**src/sv/racp_pkg.sv**
```systemverilog
// Package for the animated-cursor RIFF chunk parser: item types, codes and tag tables.
package racp_pkg;

    localparam logic [2:0] ROLE_HEADER  = 3'd0;
    localparam logic [2:0] ROLE_TAG     = 3'd1;
    localparam logic [2:0] ROLE_LENGTH  = 3'd2;
    localparam logic [2:0] ROLE_LTYPE   = 3'd3;
    localparam logic [2:0] ROLE_PAYLOAD = 3'd4;
    localparam logic [2:0] ROLE_ERROR   = 3'd5;

    localparam logic [2:0] KIND_NONE   = 3'd0;
    localparam logic [2:0] KIND_NAME   = 3'd1;
    localparam logic [2:0] KIND_ARTIST = 3'd2;
    localparam logic [2:0] KIND_ICON   = 3'd3;
    localparam logic [2:0] KIND_SEQ    = 3'd4;
    localparam logic [2:0] KIND_RATE   = 3'd5;
    localparam logic [2:0] KIND_ANIH   = 3'd6;
    localparam logic [2:0] KIND_LIST   = 3'd7;

    localparam logic [2:0] ERR_NONE      = 3'd0;
    localparam logic [2:0] ERR_BAD_RIFF  = 3'd1;
    localparam logic [2:0] ERR_BAD_ACON  = 3'd2;
    localparam logic [2:0] ERR_BAD_TAG   = 3'd3;
    localparam logic [2:0] ERR_TRUNCATED = 3'd4;

    localparam logic [3:0] HDR_LEN       = 4'd12;
    localparam logic [3:0] HDR_LEN_FIRST = 4'd4;
    localparam logic [3:0] HDR_LEN_LAST  = 4'd7;
    localparam logic [3:0] ANIH_FIELDS   = 4'd9;

    localparam logic [31:0] TAG_INAM = {8'h49, 8'h4E, 8'h41, 8'h4D};
    localparam logic [31:0] TAG_IART = {8'h49, 8'h41, 8'h52, 8'h54};
    localparam logic [31:0] TAG_ICON = {8'h69, 8'h63, 8'h6F, 8'h6E};
    localparam logic [31:0] TAG_SEQ  = {8'h73, 8'h65, 8'h71, 8'h20};
    localparam logic [31:0] TAG_RATE = {8'h72, 8'h61, 8'h74, 8'h65};
    localparam logic [31:0] TAG_ANIH = {8'h61, 8'h6E, 8'h69, 8'h68};
    localparam logic [31:0] TAG_LIST = {8'h4C, 8'h49, 8'h53, 8'h54};

    typedef struct packed {
        logic [7:0] data_byte;
        logic       end_of_data;
    } in_item_t;

    typedef struct packed {
        logic [2:0]  role;
        logic [2:0]  chunk_kind;
        logic [7:0]  byte_out;
        logic        payload_last;
        logic [15:0] icon_number;
        logic        word_done;
        logic [31:0] word_value;
        logic [3:0]  field_index;
        logic [2:0]  error_code;
        logic        stream_end;
    } out_item_t;

    // "RIFF", length bytes (unchecked), "ACON"
    function automatic logic [7:0] hdr_magic(input logic [3:0] pos);
        logic [7:0] m;
        unique case (pos)
            4'd0:    m = 8'h52;
            4'd1:    m = 8'h49;
            4'd2:    m = 8'h46;
            4'd3:    m = 8'h46;
            4'd8:    m = 8'h41;
            4'd9:    m = 8'h43;
            4'd10:   m = 8'h4F;
            4'd11:   m = 8'h4E;
            default: m = 8'h00;
        endcase
        return m;
    endfunction

    function automatic logic [2:0] classify_tag(input logic [31:0] t);
        logic [2:0] k;
        priority if (t == TAG_INAM) k = KIND_NAME;
        else if (t == TAG_IART)     k = KIND_ARTIST;
        else if (t == TAG_ICON)     k = KIND_ICON;
        else if (t == TAG_SEQ)      k = KIND_SEQ;
        else if (t == TAG_RATE)     k = KIND_RATE;
        else if (t == TAG_ANIH)     k = KIND_ANIH;
        else if (t == TAG_LIST)     k = KIND_LIST;
        else                        k = KIND_NONE;
        return k;
    endfunction

endpackage

```
**src/sv/riff_ani_chunk_parser_unit.sv**
```systemverilog
// Animated-cursor RIFF chunk parser: one result item per input byte.
//
//  channel   valid          ready          payload
//  input     item_valid     item_ready     item   (racp_pkg::in_item_t)
//  output    result_valid   result_ready   result (racp_pkg::out_item_t)
//
// One byte per cycle while item_ready is high; each result is held in a register.
// The parse step is a single pass of compares and a 32-bit decrement per byte.
// A two-entry output stage (result register plus skid register) lets one more
// item in while a result is stalled; item_ready drops only when both are full.
// rst_n clears all parser state and empties the output stage at once.
module riff_ani_chunk_parser_unit (
    input  logic                 clk,
    input  logic                 rst_n,
    input  logic                 item_valid,
    output logic                 item_ready,
    input  racp_pkg::in_item_t   item,
    output logic                 result_valid,
    input  logic                 result_ready,
    output racp_pkg::out_item_t  result
);

    typedef enum logic [2:0] {
        PH_HDR,
        PH_TAG,
        PH_LEN,
        PH_LTYPE,
        PH_PAY
    } phase_t;

    phase_t      phase_reg, phase_next;
    logic [3:0]  pos_reg, pos_next;
    logic [31:0] word_shift_reg, word_shift_next;
    logic [23:0] tag_shift_reg, tag_shift_next;
    logic [31:0] remaining_reg, remaining_next;
    logic [2:0]  kind_reg, kind_next;
    logic [3:0]  field_count_reg, field_count_next;
    logic [15:0] icon_count_reg, icon_count_next;
    logic [2:0]  error_reg, error_next;

    logic        out_valid_reg, out_valid_next;
    logic        skid_valid_reg, skid_valid_next;
    racp_pkg::out_item_t out_data_reg, out_data_next;
    racp_pkg::out_item_t skid_data_reg, skid_data_next;

    racp_pkg::out_item_t res;
    logic        item_fire, out_fire;

    logic [31:0] tag_word;
    logic [2:0]  tag_kind;
    logic [31:0] shifted_word;
    logic [31:0] remaining_dec;
    logic [3:0]  pos_hdr;
    logic [3:0]  pos_inc;
    logic [2:0]  err;
    logic [2:0]  role;
    logic [2:0]  kind;
    logic        plast;
    logic [15:0] icon;
    logic        wdone;
    logic [31:0] wval;
    logic [3:0]  fidx;
    logic        send;

    assign item_ready   = !skid_valid_reg;
    assign item_fire    = item_valid && item_ready;
    assign out_fire     = out_valid_reg && result_ready;
    assign result_valid = out_valid_reg;
    assign result       = out_data_reg;

    assign tag_word      = {tag_shift_reg, item.data_byte};
    assign tag_kind      = racp_pkg::classify_tag(tag_word);
    assign shifted_word  = {item.data_byte, word_shift_reg[31:8]};
    assign remaining_dec = remaining_reg - 32'd1;
    assign pos_hdr       = (pos_reg > (racp_pkg::HDR_LEN - 4'd1)) ?
                           (racp_pkg::HDR_LEN - 4'd1) : pos_reg;
    assign pos_inc       = pos_reg + 4'd1;

    always_comb
    begin
        phase_next       = phase_reg;
        pos_next         = pos_reg;
        word_shift_next  = word_shift_reg;
        tag_shift_next   = tag_shift_reg;
        remaining_next   = remaining_reg;
        kind_next        = kind_reg;
        field_count_next = field_count_reg;
        icon_count_next  = icon_count_reg;
        error_next       = error_reg;
        err   = racp_pkg::ERR_NONE;
        role  = racp_pkg::ROLE_HEADER;
        kind  = racp_pkg::KIND_NONE;
        plast = 1'b0;
        icon  = 16'd0;
        wdone = 1'b0;
        wval  = 32'd0;
        fidx  = 4'd0;
        send  = 1'b0;

        unique case (phase_reg)
            PH_TAG:
            begin
                role = racp_pkg::ROLE_TAG;
                tag_shift_next = tag_word[23:0];
                pos_next = pos_inc;
                if (pos_inc >= 4'd4)
                begin
                    pos_next = 4'd0;
                    if (tag_kind == racp_pkg::KIND_NONE)
                    begin
                        err = racp_pkg::ERR_BAD_TAG;
                    end
                    else
                    begin
                        kind_next = tag_kind;
                        kind = tag_kind;
                        if (tag_kind == racp_pkg::KIND_ICON)
                        begin
                            icon_count_next = icon_count_reg + 16'd1;
                            icon = icon_count_reg;
                        end
                        if (tag_kind == racp_pkg::KIND_ANIH)
                        begin
                            field_count_next = 4'd0;
                        end
                        phase_next = PH_LEN;
                    end
                end
            end
            PH_LEN:
            begin
                role = racp_pkg::ROLE_LENGTH;
                kind = kind_reg;
                if (kind_reg == racp_pkg::KIND_ICON)
                begin
                    icon = icon_count_reg - 16'd1;
                end
                word_shift_next = shifted_word;
                pos_next = pos_inc;
                if (pos_inc >= 4'd4)
                begin
                    pos_next = 4'd0;
                    wdone = 1'b1;
                    wval = shifted_word;
                    if (kind_reg == racp_pkg::KIND_LIST)
                    begin
                        phase_next = PH_LTYPE;
                    end
                    else if (shifted_word == 32'd0)
                    begin
                        remaining_next = 32'd0;
                        phase_next = PH_TAG;
                    end
                    else
                    begin
                        remaining_next = shifted_word;
                        phase_next = PH_PAY;
                    end
                end
            end
            PH_LTYPE:
            begin
                role = racp_pkg::ROLE_LTYPE;
                kind = racp_pkg::KIND_LIST;
                pos_next = pos_inc;
                if (pos_inc >= 4'd4)
                begin
                    pos_next = 4'd0;
                    phase_next = PH_TAG;
                end
            end
            PH_PAY:
            begin
                role = racp_pkg::ROLE_PAYLOAD;
                kind = kind_reg;
                if (kind_reg == racp_pkg::KIND_ICON)
                begin
                    icon = icon_count_reg - 16'd1;
                end
                remaining_next = remaining_dec;
                if (kind_reg == racp_pkg::KIND_ANIH)
                begin
                    word_shift_next = shifted_word;
                    pos_next = {2'b00, pos_inc[1:0]};
                    if (pos_inc[1:0] == 2'd0 && field_count_reg < racp_pkg::ANIH_FIELDS)
                    begin
                        field_count_next = field_count_reg + 4'd1;
                        wdone = 1'b1;
                        wval = shifted_word;
                        fidx = field_count_reg + 4'd1;
                    end
                end
                if (remaining_dec == 32'd0)
                begin
                    plast = 1'b1;
                    pos_next = 4'd0;
                    phase_next = PH_TAG;
                end
            end
            default:
            begin
                phase_next = PH_HDR;
                role = racp_pkg::ROLE_HEADER;
                if (pos_hdr >= racp_pkg::HDR_LEN_FIRST && pos_hdr <= racp_pkg::HDR_LEN_LAST)
                begin
                    word_shift_next = shifted_word;
                    if (pos_hdr == racp_pkg::HDR_LEN_LAST)
                    begin
                        wdone = 1'b1;
                        wval = shifted_word;
                    end
                end
                else if (item.data_byte != racp_pkg::hdr_magic(pos_hdr))
                begin
                    err = (pos_hdr < racp_pkg::HDR_LEN_FIRST) ?
                          racp_pkg::ERR_BAD_RIFF : racp_pkg::ERR_BAD_ACON;
                end
                pos_next = pos_hdr + 4'd1;
                if (pos_next >= racp_pkg::HDR_LEN)
                begin
                    pos_next = 4'd0;
                    phase_next = PH_TAG;
                end
            end
        endcase

        if (err == racp_pkg::ERR_NONE && item.end_of_data)
        begin
            if (phase_next == PH_TAG && pos_next == 4'd0)
            begin
                send = 1'b1;
                phase_next       = PH_HDR;
                pos_next         = 4'd0;
                word_shift_next  = 32'd0;
                tag_shift_next   = 24'd0;
                remaining_next   = 32'd0;
                kind_next        = racp_pkg::KIND_NONE;
                field_count_next = 4'd0;
                icon_count_next  = 16'd0;
            end
            else
            begin
                err = racp_pkg::ERR_TRUNCATED;
            end
        end

        // latched error: state frozen, every item gets the error answer
        if (error_reg != racp_pkg::ERR_NONE)
        begin
            phase_next       = phase_reg;
            pos_next         = pos_reg;
            word_shift_next  = word_shift_reg;
            tag_shift_next   = tag_shift_reg;
            remaining_next   = remaining_reg;
            kind_next        = kind_reg;
            field_count_next = field_count_reg;
            icon_count_next  = icon_count_reg;
            err = error_reg;
        end
        error_next = err;

        res = '0;
        res.byte_out = item.data_byte;
        if (err != racp_pkg::ERR_NONE)
        begin
            res.role       = racp_pkg::ROLE_ERROR;
            res.error_code = err;
        end
        else
        begin
            res.role         = role;
            res.chunk_kind   = kind;
            res.payload_last = plast;
            res.icon_number  = icon;
            res.word_done    = wdone;
            res.word_value   = wval;
            res.field_index  = fidx;
            res.stream_end   = send;
        end
    end

    always_comb
    begin
        out_valid_next  = out_valid_reg;
        skid_valid_next = skid_valid_reg;
        out_data_next   = out_data_reg;
        skid_data_next  = skid_data_reg;
        if (out_fire)
        begin
            out_valid_next  = skid_valid_reg;
            out_data_next   = skid_data_reg;
            skid_valid_next = 1'b0;
        end
        if (item_fire)
        begin
            if (out_valid_reg && !result_ready)
            begin
                skid_valid_next = 1'b1;
                skid_data_next  = res;
            end
            else
            begin
                out_valid_next = 1'b1;
                out_data_next  = res;
            end
        end
    end

    always_ff @(posedge clk or negedge rst_n)
    begin
        if (!rst_n)
        begin
            phase_reg       <= PH_HDR;
            pos_reg         <= 4'd0;
            word_shift_reg  <= 32'd0;
            tag_shift_reg   <= 24'd0;
            remaining_reg   <= 32'd0;
            kind_reg        <= racp_pkg::KIND_NONE;
            field_count_reg <= 4'd0;
            icon_count_reg  <= 16'd0;
            error_reg       <= racp_pkg::ERR_NONE;
            out_valid_reg   <= 1'b0;
            skid_valid_reg  <= 1'b0;
        end
        else
        begin
            if (item_fire)
            begin
                phase_reg       <= phase_next;
                pos_reg         <= pos_next;
                word_shift_reg  <= word_shift_next;
                tag_shift_reg   <= tag_shift_next;
                remaining_reg   <= remaining_next;
                kind_reg        <= kind_next;
                field_count_reg <= field_count_next;
                icon_count_reg  <= icon_count_next;
                error_reg       <= error_next;
            end
            out_valid_reg  <= out_valid_next;
            skid_valid_reg <= skid_valid_next;
        end
    end

    always_ff @(posedge clk)
    begin
        out_data_reg  <= out_data_next;
        skid_data_reg <= skid_data_next;
    end

endmodule

```
**config.mk**
```make
export PLATFORM = sky130hd
export DESIGN_NAME = riff_ani_chunk_parser_unit
export DESIGN_NICKNAME = d
export VERILOG_FILES = /design/src/sv/racp_pkg.sv /design/src/sv/riff_ani_chunk_parser_unit.sv
export SDC_FILE = /design/constraint.sdc
export NUM_CORES = 1
export LEC_CHECK = 0
export ABC_CLOCK_PERIOD_IN_PS = 7400
export BUFFER_PORTS_ARGS = -buffer_cell sky130_fd_sc_hd__buf_2
export CAP_MARGIN = 30
export CORE_MARGIN = 2
export CORE_UTILIZATION = 62
export CTS_BUF_LIST = sky130_fd_sc_hd__clkbuf_4 sky130_fd_sc_hd__clkbuf_8
export CTS_CLUSTER_DIAMETER = 40
export DETAILED_ROUTE_END_ITERATION = 16
export PLACE_DENSITY = 0.89
export SYNTH_ARGS = -nofsm -noshare
export SYNTH_HDL_FRONTEND = slang
export SYNTH_SLANG_ARGS = --single-unit
```
**constraint.sdc**
```tcl
create_clock -name clk -period 7.4 [get_ports clk]
set_clock_uncertainty 0.15 [all_clocks]
set_input_delay 0.74 -clock clk [delete_from_list [all_inputs] [get_ports clk]]
set_output_delay 0.74 -clock clk [all_outputs]
set_load 0.05 [all_outputs]
```
[Word-level counts from Yosys, hierarchy flattened]
Memories as Yosys holds them, arrays and structs flattened.
Index checks and enable logic that the tools add are counted.
Word-level totals
  bits of input ports: 13
  memories: 1
  memory bits (read-only): 96
  flip-flop bits (word level): 267
  word-level logic and storage cells: 201
  output and inout bits: 74
Operators by class
  reduce and logical (&&, ||, !) cells: 24
  bitwise gates (word level): 1
  eq/ne operators: 19
  magnitude comparators: 7
  multiplexer cells: 112
  $add $sub $neg: 6
Memories
  (name not given): depth 16, bits a word 6, read ports 1, clocked after memory_dff 0, write ports 0, line racp_pkg.sv:60  | unique case (pos)
Operators with widths (number)
  two-way mux 32 bit: 14
  equality test 32 x 31 -> 1 bit, second input constant: 7
  two-way mux 72 bit: 3
  case mux 32 bit (3 select lines): 2
  two-way mux 16 bit: 10
  two-way mux 3 bit: 29
  two-way mux 24 bit: 3
  two-way mux 4 bit: 17
  logical NOT 32 bit: 2
  case mux 32 bit (2 select lines): 1
  two-way mux 54 bit: 1
  case mux 16 bit (2 select lines): 1
  subtractor 32 x 1 -> 32 bit, second input constant: 1
  case mux 3 bit (4 select lines): 2
  two-way mux 1 bit: 17
  adder 16 x 1 -> 16 bit, second input constant: 1
  two-way mux 8 bit: 2
  case mux 4 bit (2 select lines): 2
  subtractor 16 x 1 -> 16 bit, second input constant: 1
  adder 4 x 1 -> 4 bit, second input constant: 3
  equality test 3 x 2 -> 1 bit, second input constant: 4
  equality test 3 bit, second input constant: 4
  two-way mux 2 bit: 5
  case mux 3 bit (3 select lines): 1
  22 further kinds: 36

[Longest topological paths before layout]
Gate-level depths: netlist of run 1.
  depth in word-level cells: 21
  mapped depth: 17
  gate-level depth less buffers: 14

[Least setup slack after synthesis of run 1]
No wires, ideal clock.
  kind: reg2reg
  start: register skid_valid_reg
  end: register skid_data_reg[0] (netlist name) (enable)
  stages on the path, launching flop included: 4
  period minus slack after synthesis: 4629 ps
  setup time: 504 ps
  arrival time: 3974 ps
  path buffers: 0
  data required time: 6746 ps
  path slack: 2771 ps
  path through: dfrtp_1 -> inv_1 -> nand2_1 -> nor2_1
On the way
  longest elaborated chain between the ends: 3
Ends and longest elaborated chain
  start, declared: line riff_ani_chunk_parser_unit.sv:42  | logic skid_valid_reg, skid_valid_next;
  start signal, assigned: line riff_ani_chunk_parser_unit.sv:340  | skid_valid_reg <= skid_valid_next;
  logical NOT 1 bit: line riff_ani_chunk_parser_unit.sv:65  | assign item_ready = !skid_valid_reg;
  net item_ready: line riff_ani_chunk_parser_unit.sv:16  | output logic item_ready,
  logical AND 1 bit: line riff_ani_chunk_parser_unit.sv:66  | assign item_fire = item_valid && item_ready;
  AND reduction 2 bit (no source line)
  end signal, assigned: line riff_ani_chunk_parser_unit.sv:347  | skid_data_reg <= skid_data_next;
  end, declared: line riff_ani_chunk_parser_unit.sv:44  | racp_pkg::out_item_t skid_data_reg, skid_data_next;
The timed path passes the listed nets, and every way through them passes these cells.
A chain may end at the register's enable or synchronous reset.

[Worst setup path after layout of run 1]
  start: register pos_reg[2]
  end: register remaining_reg[26]
On the way
  longest elaborated chain between the ends: 12
  elaborated cells between the ends (all ways): 38
  classes of those cells: add/sub: 2; order compare: 6; eq/ne: 2; mux: 22; reduce/logical: 5; memory: 1
Ends and longest elaborated chain
  start, declared: line riff_ani_chunk_parser_unit.sv:32  | logic [3:0] pos_reg, pos_next;
  start signal, assigned: line riff_ani_chunk_parser_unit.sv:330  | pos_reg <= pos_next;
  > comparator 4 bit: line riff_ani_chunk_parser_unit.sv:75  | assign pos_hdr = (pos_reg > (racp_pkg::HDR_LEN - 4'd1)) ?
  two-way mux 4 bit: line riff_ani_chunk_parser_unit.sv:75
  memory read (16 x 6 bit)
  two-way mux 8 bit: line riff_ani_chunk_parser_unit.sv:204  | if (pos_hdr >= racp_pkg::HDR_LEN_FIRST && pos_hdr <= racp_pkg::HDR_LEN_LAST)
  two-way mux 8 bit: line riff_ani_chunk_parser_unit.sv:100  | unique case (phase_reg)
  inequality test 8 bit: line riff_ani_chunk_parser_unit.sv:213  | else if (item.data_byte != racp_pkg::hdr_magic(pos_hdr))
  two-way mux 2 bit: line riff_ani_chunk_parser_unit.sv:213
  two-way mux 2 bit: line riff_ani_chunk_parser_unit.sv:204
  case mux 2 bit (2 select lines): line riff_ani_chunk_parser_unit.sv:100
  logical NOT 3 bit: line riff_ani_chunk_parser_unit.sv:227  | if (err == racp_pkg::ERR_NONE && item.end_of_data)
  logical AND 1 bit: line riff_ani_chunk_parser_unit.sv:227
  two-way mux 32 bit *: line riff_ani_chunk_parser_unit.sv:227
  end signal, assigned: line riff_ani_chunk_parser_unit.sv:333  | remaining_reg <= remaining_next;
  end, declared: line riff_ani_chunk_parser_unit.sv:35  | logic [31:0] remaining_reg, remaining_next;
Mark *: on every way between the ends. The rest lies on a longest branch, timed or not. The select of a mux whose other input is x is not followed.

==> summary.txt, run 1 <==
Status
  • Status: finished, final reports clean

Clock tree
  • Cts-stage hold buffer count: 0
  • Clock Sinks: 259
  • Inserted Clock Buffers: 45
  • Register clock-pin slew on the reported worst setup and hold paths: 60 ps
  • Clock buffer depth: 3
  • Clock insertion delay at the later pin of the skew report: 570 ps
  • Clock H-tree levels: 2
  • Post-CTS Setup Repair Bufs: 0
  • Root Buffer: clkbuf_8
  • CTS tree: built
  • CTS resizes: 0

Logic synthesis
  • Yosys top cell by area: dfrtp_1
  • Post-synthesis sequential area ratio: 0.4977
  • Mapped Cells: 1,347
  • Post-synth top area share: 0.2210
  • Mapped Area: 13,020 sq um
  • Distinct cells, synth: 76
  • Synth cell count leaders: nor2_1 (127), nand2_1 (125), dfrtp_1 (115)
  • Post-synth EDFFs: 72
  • Area contributors post-synth: dfrtp_1 (22%), edfxtp_1 (17%), dfxtp_1 (11%)
  • YS warnings: 0
  • Syn Area/Cell: 9.668 sq um
  • Most frequent cell after synthesis: nor2_1
  • Synth Register Bits: 259
  • Primary FF master, synth: dfrtp_1
  • Post-synth ARST share: 0.4440
  • Syn_nets: 1,376

STA
  • Final Hold Fails: 0
  • RSZ-0062 raised after global routing: no
  • Final setup vio count: 0
  • Final worst slack: 2389 ps
  • Hold_ws: 68.36 ps
  • Measured slew at the worst slew-check pin: 1040 ps
  • Slew Limit Fails: 0
  • Slew headroom: 0.3060
  • Setup tns final: 0 ps
  • Post-layout min period: 5011 ps
  • FMAX: 199.6 MHz
  • Period Utilization, post-route: 0.6771

Worst setup path
  • R2R Setup Slk: 2390 ps
  • CP most frequent cell: o21ai_0
  • Crit path kind: register to register
  • Crit path cell chain: nand2_1 -> nand2b_1 -> ha_1 -> inv_1 -> ha_1 -> xor2_1 -> o21ai_0 -> o2111ai_1 -> o41ai_1 -> o21ai_0 -> a21oi_1 -> nor4b_4 -> buf_4 -> nand2b_1 -> o21ai_0
  • Worst path slowest cell: nand2b_1
  • Worst EP arrival: 5240 ps
  • CP peak stage delay: 720 ps
  • Reg-to-reg startpoint: pos_reg[2]$_DFFE_PN0P_
  • Crit Path Max Fanout: 23
  • Reg2Reg Depth: 15
  • Endpoint class of the critical path: register
  • Required time of the critical path: 7630 ps
  • FF-to-FF End: remaining_reg[26]$_DFFE_PN0P_
  • CP startpoint kind: register

Pwr
  • Static leakage: 6.376 nW
  • Worst vdd ir: 0.0002049 V
  • Tot Pwr: 4.524 mW
  • Cell Pwr Density: 308.8 nW/um^2

Global routing
  • Overflow after GRT: 0
  • Antenna violations before repair: 0
  • Largest net degree at the start of global routing: 106
  • GRT Util Overall: 0.3239
  • Vias in the first global route: 10,590
  • First-pass GRT wire length: 57,250 um

Die
  • Die area: 22,180 sq um
  • Core area: 20,820 sq um
  • Ports: 87
  • Starting density of the core: 0.6254
  • Die Ht: 148.9 um
  • Die Wd: 148.9 um
  • Num rows: 53

Route
  • 1st-pass router iterations: 6
  • DR iter-0 viols: 1,456
  • Vias per cell: 6.667
  • Routed wire length per instance: 21.13 um
  • WL final: 36,200 um
  • DR vias: 11,420
  • DRC viols: 0
  • Antenna Nets Post-Route: 0

Finish
  • Diode count: 0
  • Final #Nets: 1,430
  • Syn-to-layout area delta: 12.51%
  • Filler Cell Count: 1,499
  • Share of cells above drive strength 1: 0.1474
  • Design area: 14,650 sq um

Flow run
  • Max_cap viols: 0

Placement
  • Setup WS pre-CTS: 2513 ps
  • Routability cong.: 0.9511
  • Hpwl dp: 23,060 um
  • Post-DP Area: 13,590 sq um
  • Port buffer count: 86

Worst hold path
  • HP Class: primary input to async pin
power breakdown:
group | switching [mW] | internal, mW | total [mW] | leakage [nW]
clock network | 0.592 | 0.851 | 1.44 | 0.538
registers | 0.120 | 1.69 | 1.81 | 2.85
logic | 0.957 | 0.310 | 1.27 | 2.99
routing by layer:
metal / vias to the layer above / track usage / wire length (um)
met2: 647 / 0.5067 / 16870
met5: - / 0 / 0
met3: 119 / 0.04648 / 3342
met1: 5541 / 0.4646 / 14760
li1: 5114 / - / -
met4: 0 / 0.1171 / 1232
cell usage in the layout, fill, tap and decap left out, types with 16 or more instances in the layout:
master | netlist | layout
a21oi_1 | 48 | 47
a22o_1 | 55 | 55
buf_2 | 10 | 85
buf_4 | 3 | 16
clkbuf_4 | 0 | 18
clkbuf_8 | 0 | 53
dfrtp_1 | 115 | 115
dfxtp_1 | 72 | 72
edfxtp_1 | 72 | 72
ha_1 | 16 | 16
inv_1 | 56 | 56
mux2i_1 | 70 | 70
nand2_1 | 125 | 124
nand3_1 | 26 | 25
nor2_1 | 127 | 124
nor3_1 | 42 | 41
nor4_1 | 29 | 29
o21ai_0 | 73 | 73
o22ai_1 | 65 | 65
or3_1 | 19 | 19
xnor2_1 | 18 | 18
area by class of cell:
cell class / instances / area (sq um) / share of cell area
Sequential cell: 259 / 6481 / 0.4424
Timing Repair Buffer: 105 / 623.1 / 0.04253
Inverter: 57 / 214.0 / 0.01460
Tap cell: 275 / 344.1 / 0.02348
Multi-Input combinational cell: 933 / 5974 / 0.4078
Clock buffer: 71 / 864.6 / 0.05901
Clock inverter: 13 / 150.1 / 0.01025
worst max-delay path, delay by kind of cell, from the launching register on:
kind	cells	cell delay (ps)
AOI/OAI and AO/OA	6	1620
and+or+nand+nor	4	1400
DFF	1	670
buffers and inverters	2	420
adders and majority gates	2	410
xor gates and xnor gates	1	150
metrics by stage:
stage / utilization / instances
2_1_floorplan: - / 1347
3_3_place_gp: 0.6512 / 1625
3_5_place_dp: 0.6529 / 1627
4_1_cts: 0.7016 / 1711
5_1_grt: 0.7036 / 1713
6_report: 0.7036 / 1713
worst max path at each step:
stage / slack, ps / to / startpoint
detailed placement: 2510 / remaining_reg[11]$_DFFE_PN0P_ / pos_reg[2]$_DFFE_PN0P_
CTS: 2480 / remaining_reg[26]$_DFFE_PN0P_ / pos_reg[2]$_DFFE_PN0P_
global route: 2000 / remaining_reg[26]$_DFFE_PN0P_ / pos_reg[2]$_DFFE_PN0P_
floorplan: 2770 / skid_data_reg[0]$_DFFE_PP_ / skid_valid_reg$_DFF_PN0_
global placement: 2590 / result[4]$_DFF_P_ / remaining_reg[2]$_DFFE_PN0P_
finish: 2390 / remaining_reg[26]$_DFFE_PN0P_ / pos_reg[2]$_DFFE_PN0P_
kinds of logic after synthesis:
family	Yosys count	share of synthesized area
xor gates and xnor gates	30	0.02018
muxes	71	0.05467
and+or+nand+nor	462	0.1785
AOI/OAI and AO/OA	354	0.1865
adders and majority gates	16	0.01537
buffers and inverters	155	0.04708
DFF	259	0.4977
No activity file was read; power rests on OpenSTA's default activity.
==> run 2, diff against run 1 <==
--- a/config.mk
+++ b/config.mk
@@ -5,15 +5,15 @@
 export SDC_FILE = /design/constraint.sdc
 export NUM_CORES = 1
 export LEC_CHECK = 0
-export ABC_CLOCK_PERIOD_IN_PS = 7400
+export ABC_CLOCK_PERIOD_IN_PS = 4100
 export BUFFER_PORTS_ARGS = -buffer_cell sky130_fd_sc_hd__buf_2
 export CAP_MARGIN = 30
 export CORE_MARGIN = 2
-export CORE_UTILIZATION = 62
+export CORE_UTILIZATION = 57
 export CTS_BUF_LIST = sky130_fd_sc_hd__clkbuf_4 sky130_fd_sc_hd__clkbuf_8
 export CTS_CLUSTER_DIAMETER = 40
 export DETAILED_ROUTE_END_ITERATION = 16
-export PLACE_DENSITY = 0.89
+export PLACE_DENSITY = 0.87
 export SYNTH_ARGS = -nofsm -noshare
 export SYNTH_HDL_FRONTEND = slang
 export SYNTH_SLANG_ARGS = --single-unit
==> constraint.sdc (replaced) <==
create_clock -name clk -period 4.1 [get_ports clk]
set_clock_uncertainty 0.15 [all_clocks]
set_input_delay 0.41 -clock clk [delete_from_list [all_inputs] [get_ports clk]]
set_output_delay 0.41 -clock clk [all_outputs]
set_load 0.05 [all_outputs]
==> run 2 against run 1 <==
- worst hold slack worse by 27 ps
- critical path type unchanged
- utilization is 2.6 points lower
- highest routed layer unchanged
- cell count increased by 4.2%
- die area grew 8.5%
- via count is 1.9% higher
- sequential share of layout area fell by 1.7 points
- wire length is 2.1% higher
- maximum frequency increased by 25%
==> summary.txt, run 2 (same netlist as run 1, synthesis figures left out) <==
Worst setup path
  • Worst path depth: 13 (was 15)
  • Top delay family on crit path: simple AND/OR/NAND/NOR gates (was compound AO/OA/AOI/OAI gates)
  • Crit path kind: register to register (unchanged)
  • CP startpoint kind: register (unchanged)
  • Worst EP arrival: 4310 ps (was 5240 ps)
  • R2R Setup Slk: 100 ps (was 2390 ps)
  • WP buf/inv: 4 (was 2)
  • Endpoint class of the critical path: register (unchanged)
  • Reg2Reg Depth: 13 (was 15)
  • CP peak stage delay: 540 ps (was 720 ps)
  • FF-to-FF End: result[36]$_DFF_P_ (was remaining_reg[26]$_DFFE_PN0P_)
  • Crit Path Max Fanout: 20 (was 23)
  • Required time of the critical path: 4410 ps (was 7630 ps)
  • Crit path cell chain: or4_4 -> or4b_4 -> buf_4 -> o41ai_2 -> nand3_1 -> nor4_4 -> a21oi_2 -> buf_4 -> o31ai_4 -> buf_4 -> nand3_2 -> buf_4 -> o22ai_1 (was nand2_1 -> nand2b_1 -> ha_1 -> inv_1 -> ha_1 -> xor2_1 -> o21ai_0 -> o2111ai_1 -> o41ai_1 -> o21ai_0 -> a21oi_1 -> nor4b_4 -> buf_4 -> nand2b_1 -> o21ai_0)
  • CP most frequent cell: buf_4 (was o21ai_0)
  • Worst path slowest cell: or4_4 (was nand2b_1)
  • Reg-to-reg startpoint: remaining_reg[2]$_DFFE_PN0P_ (was pos_reg[2]$_DFFE_PN0P_)

STA
  • Final worst slack: 101.5 ps (was 2389 ps)
  • Hold_ws: 41.44 ps (was 68.36 ps)
  • Slew Limit Fails: 0 (unchanged)
  • Period Utilization, post-route: 0.9752 (was 0.6771)
  • Slew headroom: 0.4150 (was 0.3060)
  • Measured slew at the worst slew-check pin: 875.5 ps (was 1040 ps)
  • Setup tns final: 0 ps (unchanged)
  • Final Hold Fails: 0 (unchanged)
  • Post-layout min period: 3999 ps (was 5011 ps)
  • FMAX: 250.1 MHz (was 199.6 MHz)
  • RSZ-0062 raised after global routing: yes (was no)
  • Final setup vio count: 0 (unchanged)

Die
  • Die area: 24,070 sq um (was 22,180 sq um)
  • Die Wd: 155.2 um (was 148.9 um)
  • Ports: 87 (unchanged)
  • Die Ht: 155.2 um (was 148.9 um)
  • Num rows: 55 (was 53)
  • Starting density of the core: 0.5787 (was 0.6254)
  • Core area: 22,500 sq um (was 20,820 sq um)

Global routing
  • GRT Util Overall: 0.3025 (was 0.3239)
  • Largest net degree at the start of global routing: 53 (was 106)
  • Vias in the first global route: 11,300 (was 10,590)
  • Overflow after GRT: 0 (unchanged)
  • First-pass GRT wire length: 58,980 um (was 57,250 um)
  • Antenna violations before repair: 0 (unchanged)

Route
  • Routed wire length per instance: 20.71 um (was 21.13 um)
  • DR vias: 11,640 (was 11,420)
  • Wl on met1: 14,740 um (was 14,760 um)
  • Met3 wire len: 3363 um (was 3342 um)
  • Highest Signal Layer: met4 (unchanged)
  • Routed wl met2: 17,530 um (was 16,870 um)
  • DRC viols: 0 (unchanged)
  • 1st-pass router iterations: 6 (unchanged)
  • Antenna Nets Post-Route: 0 (unchanged)
  • WL final: 36,970 um (was 36,200 um)
  • Vias per cell: 6.518 (was 6.667)
  • DR iter-0 viols: 1,203 (was 1,456)

Worst hold path
  • Hold Path Sink: tag_shift_reg[5]$_DFFE_PN0P_
  • Hold Crit Start: item[6]
  • Hold depth: 2
  • HP Class: primary input to register (was primary input to async pin)

Placement
  • Placed Cells: 1,697 (was 1,627)
  • Setup WS pre-CTS: 30.29 ps (was 2513 ps)
  • Port buffer count: 86 (unchanged)
  • Hpwl dp: 24,170 um (was 23,060 um)
  • Routability cong.: 0.9747 (was 0.9511)

Flow run
  • Max_cap viols: 0 (unchanged)

Finish
  • Diode count: 0 (unchanged)
  • Syn-to-layout area delta: 17.11% (was 12.51%)
  • Share of cells above drive strength 1: 0.1880 (was 0.1474)
  • Final #Nets: 1,493 (was 1,430)
  • Finished Core Util: 0.6777 (was 0.7036)
  • Commonest non-fill, non-tap cell in the layout: nor2_1
  • Commonest non-fill, non-tap cells in the layout: nor2_1 (125), nand2_1 (124), dfrtp_1 (115) (was nor2_1 (124), nand2_1 (124), dfrtp_1 (115))
  • Non-filler cells, final: 1,785 (was 1,713)

Clock tree
  • Clock insertion delay at the later pin of the skew report: 560 ps (was 570 ps)
  • Inserted Clock Buffers: 44 (was 45)
  • Root Buffer: clkbuf_8 (unchanged)
  • Register clock-pin slew on the reported worst setup and hold paths: 60 ps (about the same)
  • Clock H-tree levels: 2 (unchanged)
  • Clock buffer depth: 3 (unchanged)
  • Clock Sinks: 259 (unchanged)
  • CTS tree: built (unchanged)

Pwr
  • Static leakage: 6.736 nW (was 6.376 nW)
  • Cell Pwr Density: 533.8 nW/um^2 (was 308.8 nW/um^2)
  • Worst vdd ir: 0.0003656 V (was 0.0002049 V)

Status
  • Status: finished, final reports clean (unchanged)
==> run 2: metal layers <==
metal  vias up  GRT usage
li1       5211          -
met1      5592     0.4000
met2       707     0.4902
met3       125    0.06017
met4         0     0.1261
met5         -          0
==> run 2: worst max path at each step <==
| stage | startpoint | endpoint |
|---|---|---|
| finish | remaining_reg[2]$_DFFE_PN0P_ | result[36]$_DFF_P_ |
| detailed placement | remaining_reg[2]$_DFFE_PN0P_ | remaining_reg[17]$_DFFE_PN0P_ |
| global route | remaining_reg[4]$_DFFE_PN0P_ | word_shift_reg[9]$_DFFE_PN0P_ |
| global placement | remaining_reg[2]$_DFFE_PN0P_ | remaining_reg[5]$_DFFE_PN0P_ |
| floorplan | remaining_reg[2]$_DFFE_PN0P_ | tag_shift_reg[4]$_DFFE_PN0P_ |
| CTS | remaining_reg[2]$_DFFE_PN0P_ | remaining_reg[27]$_DFFE_PN0P_ |
==> run 2: through the flow <==
stage                     power (mW)  instance area [sq um]
final                          8.140                  15250
after global routing           8.416                  15250
after CTS                      8.168                  15160
after detailed placement       5.598                  14160
after global placement         5.528                  14110
after floorplan                5.003                  13040
==> run 2: final cells by class <==
class / instances / area [sq um]
Timing Repair Buffer: 169 / 1186
Fill cell: 1601 / 7252
Sequential cell: 259 / 6481
Tap cell: 285 / 356.6
Clock inverter: 13 / 156.4
Clock buffer: 69 / 830.8
Inverter: 57 / 214.0
Multi-Input combinational cell: 933 / 6026
==> run 2: timing repair <==
item                       in CTS  in global routing
resized for setup               0                 12
setup endpoints to repair       0                197
hold endpoints to repair       56                  0
buffers inserted                0                  4
hold buffers                    1                  0
==> run 2: worst reg2reg max path: cells and delay by family, from the launching register on <==
| kind | cells | cell delay, ps |
|---|---|---|
| and+or+nand+nor | 5 | 1680 |
| AOI/OAI and AO/OA | 4 | 940 |
| buffers and inverters | 4 | 770 |
| DFF | 1 | 380 |
==> run 2: report_power, final <==
part | switching (mW) | total, mW | leakage (nW) | internal (mW)
Combinational | 1.74 | 2.30 | 3.36 | 0.567
Clock | 1.08 | 2.57 | 0.524 | 1.49
Sequential | 0.208 | 3.26 | 2.85 | 3.06
Total | 3.02 | 8.14 | 6.74 | 5.12
==> run 3, diff against run 2 <==
--- a/config.mk
+++ b/config.mk
@@ -13,6 +13,7 @@
 export CTS_BUF_LIST = sky130_fd_sc_hd__clkbuf_4 sky130_fd_sc_hd__clkbuf_8
 export CTS_CLUSTER_DIAMETER = 40
 export DETAILED_ROUTE_END_ITERATION = 16
+export MAX_ROUTING_LAYER = met4
 export PLACE_DENSITY = 0.87
 export SYNTH_ARGS = -nofsm -noshare
 export SYNTH_HDL_FRONTEND = slang
==> constraint.sdc (replaced) <==
create_clock -name clk -period 4.1 [get_ports clk]
set_clock_uncertainty 0.15 [all_clocks]
set_input_delay 0.615 -clock clk [delete_from_list [all_inputs] [get_ports clk]]
set_output_delay 0.615 -clock clk [all_outputs]
set_load 0.05 [all_outputs]
==> run 3 against run 2 <==
- the run now ends with hold timing left
- worst hold slack worse by 52 ps
- setup slack got worse by 76 ps
- final area grew 0.94%
- utilization up 0.63 points
- non-clock buffer count up 15
- first-iteration DRC count up 22%
- largest power group unchanged
- global-route usage increased by 0.84 points
- register-to-register slack lost 80 ps
- via count increased by 0.79%
- maximum frequency shrank 1.9%
==> summary.txt, run 3 (same netlist as run 1, synthesis figures left out) <==
STA
  • Hold_ws: -10.27 ps (was 41.44 ps)
  • FMAX: 245.4 MHz (was 250.1 MHz)
  • Final setup vio count: 0 (unchanged)
  • Final Hold Fails: 3 (was 0)
  • Slew headroom: 0.3377 (was 0.4150)
  • Measured slew at the worst slew-check pin: 991.1 ps (was 875.5 ps)
  • Post-layout min period: 4075 ps (was 3999 ps)
  • Slew Limit Fails: 0 (unchanged)
  • Period Utilization, post-route: 0.9939 (was 0.9752)
  • RSZ-0062 raised after global routing: yes (unchanged)

Worst setup path
  • Crit path kind: register to register (unchanged)
  • CP startpoint kind: register (unchanged)
  • Required time of the critical path: 4400 ps (was 4410 ps)
  • Reg-to-reg startpoint: remaining_reg[2]$_DFFE_PN0P_ (unchanged)
  • Worst EP arrival: 4370 ps (was 4310 ps)
  • Worst Setup SP: remaining_reg[2]$_DFFE_PN0P_ (unchanged)
  • Endpoint class of the critical path: register (unchanged)
  • Crit Path Max Fanout: 27 (was 20)

Global routing
  • GRT Util Overall: 0.3109 (was 0.3025)
  • Vias in the first global route: 11,070 (was 11,300)
  • Largest net degree at the start of global routing: 107 (was 53)
  • First-pass GRT wire length: 58,470 um (was 58,980 um)
  • Overflow after GRT: 0 (unchanged)
  • Antenna violations before repair: 0 (unchanged)

Pwr
  • Switch Pwr: 3.025 mW (was 3.024 mW)
  • Sw frac: 0.3706 (was 0.3715)
  • Static leakage: 6.813 nW (was 6.736 nW)
  • Comb power frac: 0.284 (was 0.283)
  • Internal Power: 5.137 mW (was 5.116 mW)
  • Worst vdd ir: 0.0004127 V (was 0.0003656 V)
  • Clock share of power: 0.315 (was 0.316)
  • Tot Pwr: 8.163 mW (was 8.140 mW)
  • Cell Pwr Density: 530.3 nW/um^2 (was 533.8 nW/um^2)
  • Seq pwr share: 0.401 (about the same)

Route
  • DR vias: 11,730 (was 11,640)
  • 1st-pass router iterations: 6 (unchanged)
  • WL final: 37,460 um (was 36,970 um)
  • DRC viols: 0 (unchanged)
  • Antenna Nets Post-Route: 0 (unchanged)
  • Vias per cell: 6.515 (was 6.518)
  • DR iter-0 viols: 1,468 (was 1,203)
  • Routed wire length per instance: 20.81 um (was 20.71 um)

Placement
  • Routability cong.: 0.9979 (was 0.9747)
  • Hpwl dp: 24,260 um (was 24,170 um)
  • Port buffer count: 86 (unchanged)

Finish
  • Syn-to-layout area delta: 18.21% (was 17.11%)
  • Sequential cell area: 6481 sq um (unchanged)
  • Commonest non-fill, non-tap cells in the layout: nor2_1 (125), nand2_1 (124), dfrtp_1 (115) (unchanged)
  • Final #Nets: 1,509 (was 1,493)
  • Filler Cell Count: 1,589 (was 1,601)
  • Diode count: 0 (unchanged)
  • Commonest non-fill, non-tap cell in the layout: nor2_1 (unchanged)
  • Area of the multi-input gates: 6027 sq um (was 6026 sq um)
  • Share of cells above drive strength 1: 0.1927 (was 0.1880)

Clock tree
  • Cts-stage hold buffer count: 0 (was 1)
  • CTS tree: built (unchanged)
  • Clock insertion delay at the later pin of the skew report: 560 ps (about the same)
  • Clock buffer depth: 3 (unchanged)
  • Root Buffer: clkbuf_8 (unchanged)
  • Register clock-pin slew on the reported worst setup and hold paths: 60 ps (about the same)
  • Inserted Clock Buffers: 44 (unchanged)
  • Clock H-tree levels: 2 (unchanged)
  • Clock Sinks: 259 (unchanged)

Die
  • Die Wd: 155.2 um (unchanged)
  • Die Ht: 155.2 um (unchanged)
  • Starting density of the core: 0.5787 (unchanged)
  • Num rows: 55 (unchanged)
  • Core area: 22,500 sq um (unchanged)
  • Ports: 87 (unchanged)
  • Die area: 24,070 sq um (unchanged)

Status
  • Failing checks: hold timing
  • Status: finished, violations left (was finished, final reports clean)

Flow run
  • Max_cap viols: 0 (unchanged)

Worst hold path
  • HP Class: primary input to async pin (was primary input to register)
[run 3: cell types whose count changed in the layout (fill, tap and decap cells not counted), sizes merged, moves of 2 or more]
| cell | change |
|---|---|
| clkinv | +2 |
| buf | +15 |
| clkinvlp | -2 |
| clkbuf | +2 |
[run 3: cell type report]
cell class	count	share of cell area
flip-flops and latches	259	0.4210
multi-input cells	934	0.3915
repair buffers	184	0.08559
clock buffers	70	0.05771
well taps	285	0.02317
inverters	57	0.01390
clock inverters	11	0.007071
[run 3: worst paths after layout]
path | end | slack [ps] | cells past startpoint
worst min register to register | tag_shift_reg[23]$_DFFE_PN0P_ | 370 | 1
worst max register to register | result[67]$_DFF_P_ | 20 | 12
worst min-delay path | error_reg[0]$_DFFE_PN0P_ | -10 | 1
worst max-delay path | result[67]$_DFF_P_ | 20 | 12
max in group asynchronous | remaining_reg[25]$_DFFE_PN0P_ | 3000 | 2
min in group clk | tag_shift_reg[3]$_DFFE_PN0P_ | 250 | 2
[run 3: power groups by stage]
stage | combinational [mW] | clock, mW | sequential, mW
3_3_place_gp | 2.25 | 0 | 3.30
2_1_floorplan | 0.640 | 0 | 4.36
6_report | 2.32 | 2.57 | 3.27
3_5_place_dp | 2.29 | 0 | 3.31
5_1_grt | 2.42 | 2.69 | 3.30
4_1_cts | 2.31 | 2.58 | 3.27
[run 3: through the flow]
| step | std cells | util | instance area, sq um | setup TNS [ps] | setup slack (ps) |
|---|---|---|---|---|---|
| final | 1800 | 0.6841 | 15390 | 0 | 24.99 |
| after global routing | 1800 | 0.6841 | 15390 | -90.51 | -21.07 |
| after CTS | 1788 | 0.6775 | 15240 | 0 | 4.864 |
| after detailed placement | 1707 | 0.6328 | 14240 | -1240 | -64.43 |
| after global placement | 1705 | 0.6311 | 14200 | 0 | 16.50 |
| after floorplan | 1347 | - | 13040 | 0 | 1.600 |
[run 3: repair_timing]
| action | 4_1_cts | 5_1_grt |
|---|---|---|
| setup endpoints to repair | 24 | 101 |
| resized for setup | 1 | 8 |
| cloned | 0 | 2 |
| buffers inserted | 0 | 10 |
| pin swaps | 0 | 5 |
[run 3: worst max-delay path: stages, from the launching register on]
cell and delay (ps):
dfrtp_1 380, or4_4 550, or4b_4 530, or4_4 530
xnor2_1 160, nor4_2 380, a21oi_2 140, buf_4 170
o31ai_4 250, buf_4 170, nand3_1 120, buf_12 250
o22ai_1 190
[run 3: per-layer routing]
layer	vias up	GRT usage	share of wire
met5	-	-	0
met1	5691	0.4035	0.41
li1	5252	-	-
met4	0	0.1235	0.036
met3	121	0.06156	0.087
met2	663	0.4840	0.47
